--- src/sv/mtt_pkg.sv ---
`timescale 1ns / 1ps
// Shared types and constants for the multi-timer table engine.
// Used by mtt_ctrl, mtt_dpath and multi_timer_table_engine; no dependencies.

package mtt_pkg;

    // Field widths fixed by the interface
    localparam int FUNC_W = 2;
    localparam int MS_W   = 32;
    localparam int TASK_W = 8;
    localparam int SIG_W  = 32;
    localparam int KIND_W = 2;

    // Default table size and per-item result limit
    localparam int DEF_SLOTS   = 16;
    localparam int MAX_RESULTS = 16;
    localparam int NRES_W      = $clog2(MAX_RESULTS + 1);

    // Operation codes
    localparam logic [FUNC_W-1:0] FUNC_TICK   = 2'd0;
    localparam logic [FUNC_W-1:0] FUNC_START  = 2'd1;
    localparam logic [FUNC_W-1:0] FUNC_CANCEL = 2'd2;

    // Result kinds
    localparam logic [KIND_W-1:0] KIND_FIRED = 2'd0;
    localparam logic [KIND_W-1:0] KIND_CLEAR = 2'd1;
    localparam logic [KIND_W-1:0] KIND_FULL  = 2'd2;

    // Controller states
    typedef enum logic [1:0] {
        S_IDLE,
        S_WALK,
        S_FLUSH,
        S_START
    } t_state;

    // One timer entry as stored in the table memory
    typedef struct packed {
        logic [TASK_W-1:0] task_id;
        logic [SIG_W-1:0]  sig;
        logic [MS_W-1:0]   rem;
        logic [MS_W-1:0]   period;
    } t_entry;

    // Controller to datapath
    typedef struct packed {
        logic load;       // latch the accepted item, arm the walk
        logic walk_en;    // run the table walk this cycle
        logic walk_end;   // commit survivor count
        logic start_put;  // insert new timer and answer it / report table full
        logic flush;      // move the held fired result out as the last one
    } t_cmd;

    // Datapath to controller
    typedef struct packed {
        logic walk_done;
        logic out_free;
        logic pend_vld;
    } t_status;

endpackage

--- src/sv/mtt_ctrl.sv ---
`timescale 1ns / 1ps
// Sequencing state machine of the multi-timer table engine.
// Depends on mtt_pkg for the state type and command/status structs.

module mtt_ctrl (
    input  logic                      i_clk,
    input  logic                      i_rst_n,
    input  logic                      i_valid,
    input  logic [mtt_pkg::FUNC_W-1:0] i_func,
    input  mtt_pkg::t_status          i_status,
    output logic                      o_ready,
    output mtt_pkg::t_cmd             o_cmd
);
    import mtt_pkg::*;

    t_state r_state;
    t_state n_state;

    // State register
    always_ff @(posedge i_clk) begin
        if (!i_rst_n) begin
            r_state <= S_IDLE;
        end else begin
            r_state <= n_state;
        end
    end

    // Next state and commands
    always_comb begin
        n_state = r_state;
        o_cmd   = '0;
        o_ready = 1'b0;
        case (r_state)
            S_IDLE: begin
                o_ready = 1'b1;
                if (i_valid) begin
                    o_cmd.load = 1'b1;
                    if (i_func == FUNC_TICK || i_func == FUNC_CANCEL) begin
                        n_state = S_WALK;
                    end else if (i_func == FUNC_START) begin
                        n_state = S_START;
                    end
                end
            end
            S_WALK: begin
                o_cmd.walk_en = 1'b1;
                if (i_status.walk_done) begin
                    o_cmd.walk_end = 1'b1;
                    n_state        = S_FLUSH;
                end
            end
            S_FLUSH: begin
                // hand out the held fired result, flagged last
                if (!i_status.pend_vld) begin
                    n_state = S_IDLE;
                end else if (i_status.out_free) begin
                    o_cmd.flush = 1'b1;
                    n_state     = S_IDLE;
                end
            end
            S_START: begin
                if (i_status.out_free) begin
                    o_cmd.start_put = 1'b1;
                    n_state         = S_IDLE;
                end
            end
            default: begin
                n_state = S_IDLE;
            end
        endcase
    end

endmodule

--- src/sv/mtt_dpath.sv ---
`timescale 1ns / 1ps
// Datapath: age-ordered timer memory (ring, newest at head), walk pointers,
// held fired result and output register. Depends on mtt_pkg.

module mtt_dpath #(
    parameter int SLOTS = mtt_pkg::DEF_SLOTS
) (
    input  logic                       i_clk,
    input  logic                       i_rst_n,
    input  mtt_pkg::t_cmd              i_cmd,
    output mtt_pkg::t_status           o_status,
    input  logic [mtt_pkg::FUNC_W-1:0] i_func,
    input  logic [mtt_pkg::MS_W-1:0]   i_elapsed_ms,
    input  logic [mtt_pkg::TASK_W-1:0] i_task_id,
    input  logic [mtt_pkg::SIG_W-1:0]  i_signal_mask,
    input  logic [mtt_pkg::MS_W-1:0]   i_delay_ms,
    input  logic [mtt_pkg::MS_W-1:0]   i_period_ms,
    input  logic                       i_out_ready,
    output logic                       o_out_valid,
    output logic [mtt_pkg::KIND_W-1:0] o_kind,
    output logic [mtt_pkg::TASK_W-1:0] o_out_task,
    output logic [mtt_pkg::SIG_W-1:0]  o_out_signal,
    output logic                       o_last
);
    import mtt_pkg::*;

    localparam int IW = $clog2(SLOTS);
    localparam int CW = $clog2(SLOTS + 1);

    // Table memory, position = age order from head
    t_entry r_mem [SLOTS];
    t_entry r_rd_data;

    // Latched item
    logic [FUNC_W-1:0] r_op;
    logic [MS_W-1:0]   r_elapsed;
    logic [TASK_W-1:0] r_task;
    logic [SIG_W-1:0]  r_sig;
    logic [MS_W-1:0]   r_delay;
    logic [MS_W-1:0]   r_period;

    // Ring and walk pointers
    logic [IW-1:0] r_head;
    logic [CW-1:0] r_count;
    logic [CW-1:0] r_idx;
    logic [CW-1:0] r_keep;
    logic [IW-1:0] r_rd_addr;
    logic [IW-1:0] r_wr_addr;
    logic          r_rd_vld;

    // Held fired result (its last flag is known only later)
    logic              r_pend_vld;
    logic [TASK_W-1:0] r_pend_task;
    logic [SIG_W-1:0]  r_pend_sig;
    logic [NRES_W-1:0] r_nres;

    // Output register
    logic              r_out_vld;
    logic [KIND_W-1:0] r_out_kind;
    logic [TASK_W-1:0] r_out_task;
    logic [SIG_W-1:0]  r_out_sig;
    logic              r_out_last;

    logic          out_free;
    logic          is_tick;
    logic          fire;
    logic          match;
    logic          keep;
    logic          emit;
    logic          stall;
    logic          adv;
    logic          proc;
    logic          rd_go;
    logic          full;
    logic [IW-1:0] head_dec;
    logic [IW-1:0] rd_inc;
    logic [IW-1:0] wr_inc;
    t_entry        upd;
    logic          mem_we;
    logic [IW-1:0] mem_wa;
    t_entry        mem_wd;

    // Ring pointer arithmetic
    assign head_dec = (r_head == '0) ? IW'(SLOTS - 1) : r_head - 1'b1;
    assign rd_inc   = (r_rd_addr == IW'(SLOTS - 1)) ? '0 : r_rd_addr + 1'b1;
    assign wr_inc   = (r_wr_addr == IW'(SLOTS - 1)) ? '0 : r_wr_addr + 1'b1;
    assign full     = (r_count == CW'(SLOTS));

    // Per-entry evaluation of the entry held in the registered read data
    assign out_free = !r_out_vld || i_out_ready;
    assign is_tick  = (r_op == FUNC_TICK);
    assign fire     = is_tick && (r_elapsed >= r_rd_data.rem);
    assign match    = (r_rd_data.task_id == r_task) && (r_rd_data.sig == r_sig);
    assign keep     = is_tick ? (!fire || r_rd_data.period != '0) : !match;
    assign emit     = fire && (r_nres < NRES_W'(MAX_RESULTS));
    assign stall    = r_rd_vld && emit && r_pend_vld && !out_free;
    assign adv      = i_cmd.walk_en && !stall;
    assign proc     = adv && r_rd_vld;
    assign rd_go    = adv && (r_idx < r_count);

    always_comb begin
        upd = r_rd_data;
        if (is_tick) begin
            upd.rem = fire ? r_rd_data.period : r_rd_data.rem - r_elapsed;
        end
    end

    // Memory write port: compaction write or new timer at head
    always_comb begin
        mem_we = 1'b0;
        mem_wa = r_wr_addr;
        mem_wd = upd;
        if (i_cmd.start_put && !full) begin
            mem_we = 1'b1;
            mem_wa = head_dec;
            mem_wd = '{task_id: r_task, sig: r_sig, rem: r_delay, period: r_period};
        end else if (proc && keep) begin
            mem_we = 1'b1;
        end
    end

    always_ff @(posedge i_clk) begin
        if (mem_we) begin
            r_mem[mem_wa] <= mem_wd;
        end
    end

    // Registered read
    always_ff @(posedge i_clk) begin
        if (rd_go) begin
            r_rd_data <= r_mem[r_rd_addr];
        end
    end

    // Latched item fields
    always_ff @(posedge i_clk) begin
        if (i_cmd.load) begin
            r_op      <= i_func;
            r_elapsed <= i_elapsed_ms;
            r_task    <= i_task_id;
            r_sig     <= i_signal_mask;
            r_delay   <= i_delay_ms;
            r_period  <= i_period_ms;
        end
    end

    // Ring occupancy and walk control
    always_ff @(posedge i_clk) begin
        if (!i_rst_n) begin
            r_head     <= '0;
            r_count    <= '0;
            r_idx      <= '0;
            r_keep     <= '0;
            r_rd_addr  <= '0;
            r_wr_addr  <= '0;
            r_rd_vld   <= 1'b0;
            r_pend_vld <= 1'b0;
            r_nres     <= '0;
        end else begin
            if (i_cmd.load) begin
                r_idx      <= '0;
                r_keep     <= '0;
                r_rd_addr  <= r_head;
                r_wr_addr  <= r_head;
                r_rd_vld   <= 1'b0;
                r_pend_vld <= 1'b0;
                r_nres     <= '0;
            end
            if (adv) begin
                r_rd_vld <= rd_go;
            end
            if (rd_go) begin
                r_rd_addr <= rd_inc;
                r_idx     <= r_idx + 1'b1;
            end
            if (proc && keep) begin
                r_wr_addr <= wr_inc;
                r_keep    <= r_keep + 1'b1;
            end
            if (proc && emit) begin
                r_pend_vld <= 1'b1;
                r_nres     <= r_nres + 1'b1;
            end
            if (i_cmd.flush) begin
                r_pend_vld <= 1'b0;
            end
            if (i_cmd.walk_end) begin
                r_count <= r_keep;
            end
            if (i_cmd.start_put && !full) begin
                r_head  <= head_dec;
                r_count <= r_count + 1'b1;
            end
        end
    end

    // Held fired result payload
    always_ff @(posedge i_clk) begin
        if (proc && emit) begin
            r_pend_task <= r_rd_data.task_id;
            r_pend_sig  <= r_rd_data.sig;
        end
    end

    // Output register control
    always_ff @(posedge i_clk) begin
        if (!i_rst_n) begin
            r_out_vld <= 1'b0;
        end else if (i_cmd.start_put || i_cmd.flush || (proc && emit && r_pend_vld)) begin
            r_out_vld <= 1'b1;
        end else if (i_out_ready) begin
            r_out_vld <= 1'b0;
        end
    end

    // Output register payload
    always_ff @(posedge i_clk) begin
        if (i_cmd.start_put) begin
            r_out_kind <= full ? KIND_FULL : KIND_CLEAR;
            r_out_task <= r_task;
            r_out_sig  <= r_sig;
            r_out_last <= 1'b1;
        end else if (i_cmd.flush || (proc && emit && r_pend_vld)) begin
            r_out_kind <= KIND_FIRED;
            r_out_task <= r_pend_task;
            r_out_sig  <= r_pend_sig;
            r_out_last <= i_cmd.flush;
        end
    end

    assign o_status.walk_done = (r_idx == r_count) && !r_rd_vld;
    assign o_status.out_free  = out_free;
    assign o_status.pend_vld  = r_pend_vld;

    assign o_out_valid  = r_out_vld;
    assign o_kind       = r_out_kind;
    assign o_out_task   = r_out_task;
    assign o_out_signal = r_out_sig;
    assign o_last       = r_out_last;

endmodule

--- src/sv/multi_timer_table_engine.sv ---
`timescale 1ns / 1ps
// Top level of the multi-timer table engine: controller plus datapath.
// Depends on mtt_pkg, mtt_ctrl and mtt_dpath.
//
//  channel | handshake           | payload
//  --------+---------------------+-----------------------------------------------
//  in      | i_valid / o_ready   | i_func i_elapsed_ms i_task_id i_signal_mask
//          |                     | i_delay_ms i_period_ms
//  out     | o_valid / i_ready   | o_kind o_out_task o_out_signal o_last
//
// One item at a time. Start: accept, then insert once the output
// register is free. Tick and cancel walk the timers newest first through the
// single-port read of the table memory, one timer per cycle while the output
// side does not stall fired items.
// Reset (synchronous, active low) empties the table at once; no clearing pass.
// A new item is taken while the last result still sits in the output register.

module multi_timer_table_engine #(
    parameter int SLOTS = mtt_pkg::DEF_SLOTS
) (
    input  logic                       i_clk,
    input  logic                       i_rst_n,
    input  logic                       i_valid,
    output logic                       o_ready,
    input  logic [mtt_pkg::FUNC_W-1:0] i_func,
    input  logic [mtt_pkg::MS_W-1:0]   i_elapsed_ms,
    input  logic [mtt_pkg::TASK_W-1:0] i_task_id,
    input  logic [mtt_pkg::SIG_W-1:0]  i_signal_mask,
    input  logic [mtt_pkg::MS_W-1:0]   i_delay_ms,
    input  logic [mtt_pkg::MS_W-1:0]   i_period_ms,
    output logic                       o_valid,
    input  logic                       i_ready,
    output logic [mtt_pkg::KIND_W-1:0] o_kind,
    output logic [mtt_pkg::TASK_W-1:0] o_out_task,
    output logic [mtt_pkg::SIG_W-1:0]  o_out_signal,
    output logic                       o_last
);
    import mtt_pkg::*;

    t_cmd    cmd;
    t_status status;

    // Sequencer
    mtt_ctrl u_ctrl (
        .i_clk    (i_clk),
        .i_rst_n  (i_rst_n),
        .i_valid  (i_valid),
        .i_func   (i_func),
        .i_status (status),
        .o_ready  (o_ready),
        .o_cmd    (cmd)
    );

    // Timer table and result path
    mtt_dpath #(
        .SLOTS (SLOTS)
    ) u_dpath (
        .i_clk         (i_clk),
        .i_rst_n       (i_rst_n),
        .i_cmd         (cmd),
        .o_status      (status),
        .i_func        (i_func),
        .i_elapsed_ms  (i_elapsed_ms),
        .i_task_id     (i_task_id),
        .i_signal_mask (i_signal_mask),
        .i_delay_ms    (i_delay_ms),
        .i_period_ms   (i_period_ms),
        .i_out_ready   (i_ready),
        .o_out_valid   (o_valid),
        .o_kind        (o_kind),
        .o_out_task    (o_out_task),
        .o_out_signal  (o_out_signal),
        .o_last        (o_last)
    );

    // Start answers are always a single result
    a_start_single: assert property (@(posedge i_clk) disable iff (!i_rst_n)
        (o_valid && o_kind != KIND_FIRED) |-> o_last)
        else $error("start result without last flag");

    // A held result is never overwritten by a start answer
    a_start_room: assert property (@(posedge i_clk) disable iff (!i_rst_n)
        cmd.start_put |-> status.out_free)
        else $error("start answer into a busy output register");

    // Flush only moves a result that is actually held
    a_flush_held: assert property (@(posedge i_clk) disable iff (!i_rst_n)
        cmd.flush |-> (status.pend_vld && status.out_free))
        else $error("flush without a held fired result");

    // No walk step follows the walk end, so the walk completes before the last fired result leaves
    a_end_flush: assert property (@(posedge i_clk) disable iff (!i_rst_n)
        cmd.walk_end |=> !cmd.walk_en)
        else $error("walk continues after its end");

endmodule
--- config.mk ---
export PLATFORM = sky130hd
export DESIGN_NAME = multi_timer_table_engine
export DESIGN_NICKNAME = d
export VERILOG_FILES = /design/src/sv/mtt_pkg.sv /design/src/sv/mtt_ctrl.sv /design/src/sv/mtt_dpath.sv /design/src/sv/multi_timer_table_engine.sv
export SDC_FILE = /design/constraint.sdc
export NUM_CORES = 2
export LEC_CHECK = 0
export BUFFER_PORTS_ARGS = -buffer_cell sky130_fd_sc_hd__buf_2
export CORE_ASPECT_RATIO = 1.4
export CORE_MARGIN = 2
export CORE_UTILIZATION = 45
export DETAILED_ROUTE_END_ITERATION = 7
export PLACE_DENSITY_LB_ADDON = 0.2
export SLEW_MARGIN = 5
export SYNTH_ARGS = -nofsm -noshare
export SYNTH_HDL_FRONTEND = slang
export SYNTH_SLANG_ARGS = --single-unit
--- constraint.sdc ---
create_clock -name i_clk -period 20.6 [get_ports i_clk]
set_input_delay 3.09 -clock i_clk [delete_from_list [all_inputs] [get_ports i_clk]]
set_output_delay 3.09 -clock i_clk [all_outputs]
set_load 0.03 [all_outputs]
Word-level counts from Yosys, hierarchy flattened

Memories as Yosys holds them, arrays and structs flattened. A register that Yosys moved wholly into a read port is not among the register bits.
Cells that the tools add are included.

Input port bits: 142
Bits in writable memories: 1664
Memories kept: 1
Register bits after elaboration: 258
Output and inout port bits: 45

Memories:

| name          | depth | bits a word | rd ports | clocked after memory_dff | write ports | line            | RTL |
|---|---|---|---|---|---|---|---|
| u_dpath.r_mem | 16    | 104         | 1        | 1                        | 1           | mtt_dpath.sv:31 | `t_entry r_mem [SLOTS];` |

Reductions and logical operators: 41
Add/subtract/negate cells: 8
Magnitude comparators: 3
Equal/unequal tests: 14
Muxes and demuxes: 49
Bitwise gates (word level): 1

Operator list:

| kind                  | count |
|---|---|
| $mux W32              | 4 |
| $mux W104             | 1 |
| $eq A32 B32 Y1        | 1 |
| $ge A32 B32 Y1        | 1 |
| $reduce_bool A32 Y1   | 1 |
| $sub A32 B32 Y32      | 1 |
| $mux W5               | 6 |
| $mux W4               | 7 |
| $add A5 B1 Y5 const B | 4 |
| $mux W2               | 10 |
| $mux W1               | 18 |
| $mux W8               | 2 |
| $logic_and A1 B1 Y1   | 14 |
| $reduce_bool A2 Y1    | 7 |
| $add A4 B1 Y4 const B | 2 |
| $eq A4 B4 Y1 const B  | 2 |
| $eq A8 B8 Y1          | 1 |
| $pmux W2 S4           | 1 |
| $logic_not A1 Y1      | 7 |
| $eq A2 B2 Y1 const B  | 3 |
| $logic_not A2 Y1      | 3 |
| $logic_or A1 B1 Y1    | 6 |
| $eq A5 B5 Y1          | 1 |
| $eq A5 B5 Y1 const B  | 1 |
| 10 further kinds      | 12 |

Logic depth before layout (Yosys ltp)

Depth after elaboration: 14
Mapped depth: 13
Gate-level depth less buffers: 12

Cells and area by module

Synthesis repeated with hierarchy kept, for this count alone.

Cells, all modules: 3747
Area total of the unflattened synthesis: 79007.0 sq um

By module, submodules not included:

| module    | area an instance (sq um) | instances | cells each | sequential area each (sq um) |
|---|---|---|---|---|
| mtt_dpath | 78834.4                  | 1         | 3726       | 60417.9 |
| mtt_ctrl  | 172.7                    | 1         | 21         | 40.0 |

Worst setup path before layout

OpenSTA, ideal clock, no wires.

Path kind: input port to flip-flop
Start: input i_ready
End: memory u_dpath.r_mem[13][0] (netlist name) (enable)
Data arrival time: 11.546 ns
Cell stages on the path: 9
Buffers on the path: 1
Path slack: 8.360 ns
Path through: nor2b_1 nand2b_1 nor2_1 nand2_1 inv_1 clkbuf_1 nand2_1 o21a_1 nor3_1

Longest elaborated chain between the ends: 11
Elaborated cells on any way between the ends: 15
Classes of those cells: 7 x mux; 8 x reduce/logical

RTL lines:

| item                          | line                           | RTL |
|---|---|---|
| start, declared               | multi_timer_table_engine.sv:32 | `input logic i_ready,` |
| $logic_or A1 B1 Y1 *          | mtt_dpath.sv:90                | `assign out_free = !r_out_vld \|\| i_out_ready;` |
| $logic_not A1 Y1              | mtt_dpath.sv:96                | `assign stall = r_rd_vld && emit && r_pend_vld && !out_free;` |
| $logic_and A1 B1 Y1           | mtt_dpath.sv:96                |  |
| $logic_not A1 Y1              | mtt_dpath.sv:97                | `assign adv = i_cmd.walk_en && !stall;` |
| $logic_and A1 B1 Y1           | mtt_dpath.sv:97                |  |
| $logic_and A1 B1 Y1           | mtt_dpath.sv:98                | `assign proc = adv && r_rd_vld;` |
| $logic_and A1 B1 Y1           | mtt_dpath.sv:117               | `end else if (proc && keep) begin` |
| $mux W1                       | mtt_dpath.sv:117               |  |
| $mux W1                       | mtt_dpath.sv:113               | `if (i_cmd.start_put && !full) begin` |
| $mux W1                       | mtt_dpath.sv:123               | `if (mem_we) begin` |
| $mux W1 (not written as such) | mtt_dpath.sv:124               | `r_mem[mem_wa] <= mem_wd;` |
| end, declared                 | mtt_dpath.sv:31                |  |

Every way passes the cells marked *; elsewhere a longest branch is shown, timed or not.

Worst setup path after layout

Start: input i_ready
End: memory u_dpath.r_mem[12][78] (netlist name) (enable)

The elaborated chain is that of the path after synthesis.

==> metrics.yaml <==
worst_setup_path:
  rr_startpoint: "u_dpath.r_rd_data[33]"
  cp_data_arrival_time_ns: 7.13
  rr_worst_depth: 14
  cp_max_fo: 43
  path_common_cell: "buf_4"
  startpoint_type: "input port"
  crit_family: "buffers and inverters"
  slowest_delay_ns: 0.74
  crit_start: "i_ready"
  worstSetupPathType: "input port to flop"
  regToRegSetupSlack_ns: 15.22
  slowest_stage: "buf_4"
  reg2reg_to: "u_dpath.r_mem[12][78]"
  critPathRequiredTime_ns: 21.02
  endpoint_kind: "flop"
  critPathBufInv: 5
  crit_chain: "buf_2, nor2b_1, nand2b_1, nor2_4, buf_4, nand2_4, inv_4, o211ai_1, o21ai_0, nand2_1, nor3_4, buf_4, buf_4"
clock_tree:
  cts_htree_levels: 4
  cts_root_buffer: "clkbuf_16"
  clock_latency_ns: 0.84
  holdBufCountCts: 0
  cts_inserted_buffers: 191
  clkSlewWorstSetupHoldPaths_ns: 0.06
  cts_sinks: 2026
  cts_max_path_buffers: 3
  cts_tree: "yes"
  post_cts_resized: 0
  cts_setup_buffers: 0
final_layout:
  area_growth_syn_to_layout_pct: 13.0
  final_cells: 6575
  multi_input_area_mm2: 0.0178
  final_area_mm2: 0.0893
  fillers: 13900
  drive_above_1_share_pct: 26.6
  register_area_mm2: 0.0605
  final_nets: 4302
logic_synthesis:
  ys_seq_area_share_pct: 76.5
  synthTopCellsByArea: "edfxtp_1 76%, mux4_2 15%, nand2_1 1.9%, dfxtp_1 0.96%, ha_1 0.73%"
  synth_cell_type_count: 81
  synth-main-ff-cell: "edfxtp_1"
  synth.ff_latch_count: 2026
  synthArstFlopShare_pct: 0
  syn_area_mm2: 0.0791
  yosys.area.top_type_share_pct: 75.5
  synth_nets: 4004
  yosysWarnings: 0
  synth_area_leader_cell: "edfxtp_1"
  synth_edf_count: 1988
  synthCells: 3815
  synth.avg_cell_area_um2: 20.7
routing:
  post_drt_wl_per_cell_um: 30.5
  drtPass1Iterations: 8
  drcViolationCount: 0
  drt-total-wl_mm: 201
  dr.first_iter.drc_count: 3904
  vias_per_cell: 5.92
  num_vias: 38900
  ant_nets: 0
place:
  gp_congestion: 0.819
  portBuffers: 186
  placedCellCount: 6219
  dpl-instance-area_mm2: 0.0831
  dpl_worst_slack_ns: 12.67
  dp_hpwl_mm: 114
hold_path:
  min_from: "u_dpath.r_nres[4]"
  min_path_type: "flop to flop"
  min_to: "u_dpath.r_nres[4]"
  hold_path_depth: 2
timing:
  worstMarginPinSlew_ns: 1.13
  finalSetupTns_ns: 0
  rsz0062_at_grt: "false"
  drv_slew: 0
  post-route-min-period_ns: 6.71
  period_share_pct: 32.6
  finalSetupViolCount: 0
  slew_headroom_pct: 24.5
  clock_skew_ns: 0.0540
  hold_viol_final: 0
  fmax_mhz: 149
  setup_slack_ns: 13.89
floorplan:
  die-area_mm2: 0.179
  rows: 182
  die_h_um: 500
  core_mm2: 0.175
  die_w_um: 358
  start_util_pct: 45.1
  ios: 187
grt:
  grt_antenna_before_repair: 21
  gr-total-overflow: 0
  grt_start_max_net_pins: 159
  grt_pass1_vias: 39700
  grt_usage_pct: 22.6
  grt_pass1_wl_mm: 286
pwr:
  ir_drop_v: 0.0000904
  total_power_mw: 8.30
  p_leak_nw: 28.3
  power_density_mw_per_mm2: 92.9
outcome:
  status: "finished, final reports clean"
job:
  maxCapViolations: 0
## logic make-up (layout without fill, tap and decap cells)
kind of cell,Yosys count,after routing,synth area share [%]
buffers and inverters,242,696,1.20
and+or+nand+nor,629,629,3.54
other,0,6,0
muxes,546,546,15.2
adders and majority gates,47,47,0.753
xor gates and xnor gates,65,65,0.720
DFF,2026,2026,76.5
AOI/OAI and AO/OA,260,260,2.16
## worst register-to-register path: stages, from the launching register on
cell and delay, ns:
edfxtp_1 0.51, inv_1 0.19, fa_1 0.46, inv_1 0.07, a21oi_1 0.10, o211ai_1 0.42
a211oi_4 0.20, o21ai_2 0.31, a211oi_1 0.15, nor3_2 0.18, buf_4 0.22, a21oi_2 0.19
nor3_4 0.74, buf_4 0.41, buf_4 0.75
## through the flow
| step | util [%] | hold slack (ns) |
|---|---|---|
| final | 51.0 | 0.460 |
| after floorplan | - | 0.432 |
| after global routing | 51.0 | 0.485 |
| after detailed placement | 47.5 | 0.458 |
| after global placement | 47.5 | 0.457 |
| after CTS | 51.0 | 0.466 |
## per-layer routing
layer | up-vias | track usage [%] | share of wire (%)
met5 | - | 0 | 0.033
met4 | 10 | 6.79 | 2.9
met3 | 290 | 3.41 | 5.8
met2 | 1378 | 38.2 | 51
met1 | 21000 | 30.2 | 40
li1 | 16300 | - | -
## state kept, by name, summed over array words and instances (netlist names), 5 cells and up
| signal | count |
|---|---|
| u_dpath.r_nres | 5 |
| u_dpath.r_period | 32 |
| u_dpath.r_task | 8 |
| u_dpath.r_mem | 1664 |
| u_dpath.r_pend_task | 8 |
| u_dpath.o_out_signal | 32 |
| u_dpath.r_idx | 5 |
| u_dpath.r_keep | 5 |
| u_dpath.o_out_task | 8 |
| u_dpath.r_delay | 32 |
| u_dpath.r_rd_data | 104 |
| u_dpath.r_elapsed | 32 |
| u_dpath.r_sig | 32 |
| u_dpath.r_count | 5 |
| u_dpath.r_pend_sig | 32 |
## layout make-up
class / count / share of cell area [%]
Antenna cell: 6 / 0.0168
Clock buffer: 235 / 5.64
Clock inverter: 114 / 1.27
Inverter: 62 / 0.283
Multi-Input combinational cell: 1547 / 19.9
Sequential cell: 2026 / 67.7
Tap cell: 2300 / 3.22
Timing Repair Buffer: 285 / 1.97
## report_power, final
part	internal (mW)	leakage, nW	switching, mW	total (mW)
Combinational	0.0859	6.99	0.164	0.250
Sequential	4.54	18.3	0.0343	4.58
Clock	1.94	3.00	1.53	3.47
## cells in the mapped netlist (21+ instances only)
library cell     n
buf_1           47
dfxtp_1         38
xnor2_1         23
ha_1            46
edfxtp_1      1988
nor2_1          55
mux4_2         520
nor3_1          35
clkbuf_1       117
xor2_1          42
nand3_1         28
nand2_1        393
inv_1           60
nand4_1         21
a21oi_1         80
mux2i_1         24
and3_1          22
o21ai_0         60
nor4_1          22
## layout by cell type, fill, tap and decap left out, types with 6 or more instances in the layout
master      synthesis  layout
clkbuf_1          117      38
a21oi_1            80      80
ha_1               46      46
o21ai_0            60      59
nor3_1             35      18
clkinvlp_4          0       8
nand3b_1            8       8
nor3_2              1      17
xnor2_1            23      23
or3_1              12      12
a211oi_1           10      10
buf_12              0       6
clkinv_2            0      35
inv_1              60      58
buf_4               1      92
a311oi_1            8       8
mux2i_1            24      24
inv_6               0       7
clkinv_1            1      38
diode_2             0       6
clkbuf_16           0     194
nand4_1            21      21
dfxtp_1            38      35
a21o_1             13      13
bufinv_16           0      15
nand2b_1           12      12
edfxtp_1         1988    1988
nand3_1            28      28
nor4_1             22      22
and3_1             22      22
xor2_1             42      42
o211ai_1           11      11
a31oi_1             9       9
mux4_2            520     520
buf_2              12     186
nand2_1           393     391
nor2_1             55      53
o21a_1             10      10
o31ai_1             8       8
## worst max-delay path by stage
stage                                       end  slack (ns)  depth (start not counted)
after global placement    u_dpath.r_mem[12][27]       12.75                         13
final                     u_dpath.r_mem[12][78]       13.89                         13
after floorplan            u_dpath.r_mem[13][0]        8.36                          9
after CTS                 u_dpath.r_mem[12][67]       13.54                         13
after detailed placement  u_dpath.r_mem[12][27]       12.67                         13
after global routing      u_dpath.r_mem[12][67]       13.73                         13
Power figures use the tool's default switching activity.
